### config.mk
export PLATFORM = sky130hd
export DESIGN_NAME = pee_front
export DESIGN_NICKNAME = d
export VERILOG_FILES = /design/src/hdl/pee_pkg.sv /design/src/hdl/pee_front.sv
export SDC_FILE = /design/constraint.sdc
export NUM_CORES = 1
export LEC_CHECK = 0
export ABC_AREA = 0
export BUFFER_PORTS_ARGS = -buffer_cell sky130_fd_sc_hd__buf_4
export CAP_MARGIN = 40
export CORE_MARGIN = 4
export CORE_UTILIZATION = 60
export CTS_CLUSTER_SIZE = 10
export DETAILED_ROUTE_END_ITERATION = 10
export PLACE_DENSITY = 0.92
export SYNTH_ARGS = -nofsm -noshare
export SYNTH_HDL_FRONTEND = slang
export SYNTH_SLANG_ARGS = --single-unit
### constraint.sdc
create_clock -name clk -period 4.3 [get_ports clk]
set_input_delay 0.645 -clock clk [delete_from_list [all_inputs] [get_ports clk]]
set_output_delay 0.645 -clock clk [all_outputs]
set_load 0.005 [all_outputs]
### src/hdl/pee_pkg.sv
// ----------------------------------------------------------------------------
// pee_pkg
// Shared types and codes for the postfix expression evaluator.
// ----------------------------------------------------------------------------
package pee_pkg;

	localparam logic [2:0] ST_OK        = 3'd0;
	localparam logic [2:0] ST_UNDERFLOW = 3'd1;
	localparam logic [2:0] ST_DIVZERO   = 3'd2;
	localparam logic [2:0] ST_BADCHAR   = 3'd3;
	localparam logic [2:0] ST_OVERFLOW  = 3'd4;
	localparam logic [2:0] ST_EMPTY     = 3'd5;

	localparam logic [7:0] CH_PLUS  = 8'h2B;
	localparam logic [7:0] CH_MINUS = 8'h2D;
	localparam logic [7:0] CH_MUL   = 8'h2A;
	localparam logic [7:0] CH_DIV   = 8'h2F;
	localparam logic [7:0] CH_POW   = 8'h5E;
	localparam logic [7:0] CH_ZERO  = 8'h30;
	localparam logic [7:0] CH_NINE  = 8'h39;
	localparam logic [7:0] CH_SPACE = 8'h20;

	localparam logic [2:0] OP_ADD = 3'd0;
	localparam logic [2:0] OP_SUB = 3'd1;
	localparam logic [2:0] OP_MUL = 3'd2;
	localparam logic [2:0] OP_DIV = 3'd3;
	localparam logic [2:0] OP_POW = 3'd4;

	typedef enum logic [1:0] {
		K_DIGIT = 2'd0,
		K_SPACE = 2'd1,
		K_OPER  = 2'd2,
		K_BAD   = 2'd3
	} kind_t;

	typedef struct packed {
		kind_t      kind;
		logic [3:0] digit;
		logic [2:0] op;
		logic       last;
	} cmd_t;

	localparam int CMD_W = $bits(cmd_t);

endpackage

### src/hdl/pee_front.sv
// ----------------------------------------------------------------------------
// pee_front
// Accepts characters, classifies them and writes commands into a small queue.
// ----------------------------------------------------------------------------
module pee_front (
	input  logic              clk,
	input  logic              arst_n,
	input  logic              in_valid,
	output logic              in_stall,
	input  logic [7:0]        char_code,
	input  logic              last_char,
	output logic              q_valid,
	input  logic              q_pop,
	output pee_pkg::cmd_t     q_cmd
);
	import pee_pkg::*;

	cmd_t       fifo_q [4];
	logic [1:0] wp_q, rp_q;
	logic [2:0] cnt_q;
	cmd_t       c;
	logic       push;

	always_comb begin
		c.kind  = K_BAD;
		c.digit = 4'(char_code - CH_ZERO);
		c.op    = OP_ADD;
		c.last  = last_char;
		if (char_code >= CH_ZERO && char_code <= CH_NINE)
			c.kind = K_DIGIT;
		else if (char_code == CH_SPACE)
			c.kind = K_SPACE;
		else begin
			case (char_code)
				CH_PLUS:  begin c.kind = K_OPER; c.op = OP_ADD; end
				CH_MINUS: begin c.kind = K_OPER; c.op = OP_SUB; end
				CH_MUL:   begin c.kind = K_OPER; c.op = OP_MUL; end
				CH_DIV:   begin c.kind = K_OPER; c.op = OP_DIV; end
				CH_POW:   begin c.kind = K_OPER; c.op = OP_POW; end
				default:  c.kind = K_BAD;
			endcase
		end
	end

	assign in_stall = (cnt_q == 3'd4);
	assign push     = in_valid && !in_stall;
	assign q_valid  = (cnt_q != 3'd0);
	assign q_cmd    = fifo_q[rp_q];

	always_ff @(posedge clk) begin
		if (push)
			fifo_q[wp_q] <= c;
	end

	always_ff @(posedge clk or negedge arst_n) begin
		if (!arst_n) begin
			wp_q  <= '0;
			rp_q  <= '0;
			cnt_q <= '0;
		end else begin
			if (push)
				wp_q <= wp_q + 2'd1;
			if (q_pop)
				rp_q <= rp_q + 2'd1;
			cnt_q <= cnt_q + 3'(push) - 3'(q_pop);
		end
	end

endmodule

==> results by group <==
Setup path
  • Crit Path Category: register to output pin
  • CP startpoint: rp_q[0]
  • FF-to-FF setup slack: roughly 2.3 ns
  • CP arrival: 1.92 ns
  • Required time worst endpoint: 3.65 ns
  • CP Capture Type: output pin
  • Crit-path cells: mux4_2 > buf_4
  • Crit-path max cell delay: roughly 0.80 ns
  • Slowest CP cell: dfrtp_1
  • Crit path max fanout: 12
  • Critical path launch point type: register
  • Critical Path End: q_cmd[3]
  • Path depth of the worst reg2reg path: 7
  • Crit Reg-Reg Startpoint: cnt_q[2]
  • R2r endpoint: cnt_q[2]

Clocking
  • Post-CTS setup buffer count: 0
  • Clock latency at the later pin of the worst-skew pair: 0.36 ns
  • Clk slew on worst S/H paths: 0.13 ns
  • Hold-fix buffers, CTS: 0
  • Clk sinks: 47
  • Root Driver: clkbuf_4
  • Number of CTS-inserted buffers: 5
  • Deepest clock path buffer count: 2
  • H-tree level count: 2
  • CTS tree: done
  • Post_cts resized: 0

Floorplan
  • IO Pins: 25
  • DIE HEIGHT: 65.3 um
  • Initial core utilization: 0.634
  • Row count: 20
  • Die Area: ~0.0043 mm^2
  • Core ar.: between 0.003 and 0.004 mm^2
  • Die X-Extent: 65.3 um

Routing
  • Vias per Instance: 5.61
  • Wire per inst: 18.4 um
  • Drt total wl: 3200 um
  • Drt pass-1 iters: 4
  • Via count: 976
  • Initial DRC Count: 84
  • Drc violations: 0
  • Antenna viol nets, final: 0

GRT
  • Met3 usage: 0.0650
  • Initial antenna violation count: 0
  • Grt ovf: 0
  • Global Route Usage Sum: 0.179
  • Largest net degree at the start of global routing: 15
  • Met1 usage: 0.218
  • Vias in the first global route: 1,050
  • Busiest grt layer: met2
  • First-pass GRT wire length: 5440 um
  • Met2 GRT Util: 0.301

Finish
  • Diode count: 0
  • Area grow syn2layout: 15.9%
  • Share of cells above drive strength 1: 0.354
  • Nets: 148

Power
  • Cell-internal power: 0.00105 W
  • Switch share: 0.271
  • VDD IR max: 0.367 mV
  • Power per cell area: 630 mW/mm^2
  • Comb pwr share: 0.293
  • Sw power: 0.000390 W
  • Static leakage: 0.839 nW
  • Clock share of power: 0.220
  • Seq pwr share: 0.487

STA
  • Fmax: 390 MHz
  • Worst Tran Pin Value: 0.758 ns
  • RSZ-0062 raised after global routing: no
  • Final setup viols: 0
  • Rel. slew slack: 0.490
  • Fin Setup TNS: 0 ns
  • Final setup margin: 1.74 ns
  • Clock Skew: 0.00748 ns
  • Final hold violation count: 0
  • Slew Viols, Final: 0
  • Crit path time final: 2.56 ns
  • Period utilisation layout: 0.596

Logic synthesis
  • EDFF count, synth: 40
  • List of most frequent post-synthesis cells: edfxtp_1, mux4_2, dfrtp_1
  • Mapped Area: 0.00197 mm^2
  • Area contributors post-synth: edfxtp_1, mux4_2, dfrtp_1
  • Syn nets: 120
  • Top-area cell type share of the netlist area: 0.610
  • Top-count cell post-synth: edfxtp_1
  • Avg Synthesized Cell Area: 19.5 um^2
  • Synthesized instance count: 101
  • Warnings, synthesis: 0
  • Share of flip-flops with an asynchronous set or reset: 0.149
  • Post-synth top area cell: edfxtp_1
  • Register bit total from synthesis: 47
  • Yosys cell types: 27
  • Sequential area share after synthesis: 0.699
  • Most used DFF post-synth: edfxtp_1

Placement
  • Post-Place Setup Slack: between 2 and 2.5 ns
  • Routability cong.: 0.734
  • PortBufs: 24
  • Hpwl dp: 2160 um

Run status
  • Status: finished clean

Flow run
  • Max-Cap Viols: 0

Hold path
  • Hold WC Path Type: primary input to asynchronous set/reset pin
## layer usage
| metal | vias to the layer above | share of wire |
|---|---|---|
| met5 | - | 0 |
| met3 | 6 | 0.052 |
| met1 | 486 | 0.39 |
| met2 | 35 | 0.55 |
| li1 | 449 | - |
| met4 | 0 | 0.010 |
## worst min-delay path by stage
| stage | slack [ns] | endpoint | from | cells past startpoint |
|---|---|---|---|---|
| floorplan | 0.35 | cnt_q[0] | arst_n | 0 |
| global placement | 0.46 | cnt_q[1] | arst_n | 1 |
| detailed placement | 0.47 | rp_q[1] | arst_n | 1 |
| CTS | 0.07 | cnt_q[1] | arst_n | 1 |
| global route | 0.04 | cnt_q[1] | arst_n | 1 |
| finish | 0.07 | cnt_q[1] | arst_n | 1 |
## power by group through the flow
stage	clock [W]	combinational, W	sequential (W)
floorplan	0	0.000310	0.000655
global placement	0	0.000409	0.000707
detailed placement	0	0.000428	0.000715
CTS	0.000318	0.000430	0.000705
global route	0.000343	0.000462	0.000721
finish	0.000316	0.000420	0.000700
## area by class of cell
class,instances,area (um^2)
well taps,44,55.1
flip-flops and latches,47,1380
inverters,4,15.0
repair buffers,24,180
fillers,213,822
clock inverters,2,60.1
clock buffers,6,41.3
multi-input cells,47,553
## cells in the final DEF, fill, tap and decap left out
cell type / count
nand4b_1: 1
xor2_1: 2
o32ai_1: 1
nor3b_1: 1
mux4_2: 10
clkbuf_1: 1
nor3b_4: 1
mux2_4: 1
and3_1: 4
o21ai_0: 1
nand2_1: 2
inv_1: 4
fa_1: 1
o21ba_2: 1
and2_1: 4
nand2b_1: 2
ha_1: 5
mux2_2: 1
buf_4: 24
clkbuf_4: 5
xnor2_1: 5
a211oi_1: 1
or3_1: 1
nor2b_2: 1
nor4_1: 1
bufinv_16: 2
dfrtp_1: 7
edfxtp_1: 40
## registers in the layout, indices dropped and copies added (netlist names)
register	cells
cnt_q	3
fifo_q	40
rp_q	2
wp_q	2
## cell families after synthesis
logic type / share of synthesized area
AO/OA/AOI/OAI: 0.0159
XOR/XNOR: 0.0312
adder cells (fa/ha/maj): 0.0420
buffers and inverters: 0.0197
flip-flops: 0.699
multiplexers: 0.128
AND/OR/NAND/NOR: 0.0642
## critical path, delay by kind of cell, from the launching register on
family	cells	cell delay, ns
buffers and inverters	1	0.15
flip-flops	1	0.80
multiplexers	1	0.61
## metrics by stage
stage	hold slack, ns	total power [W]	cells	util	cell area [um^2]
final	0.0716	0.00144	174	0.735	2280
after global placement	0.461	0.00112	166	0.702	2180
after floorplan	0.349	0.000965	101	-	1970
after CTS	0.0659	0.00145	174	0.735	2280
after global routing	0.0388	0.00153	174	0.735	2280
after detailed placement	0.465	0.00114	166	0.702	2180
Note: power is estimated with default switching activity, not from simulation.
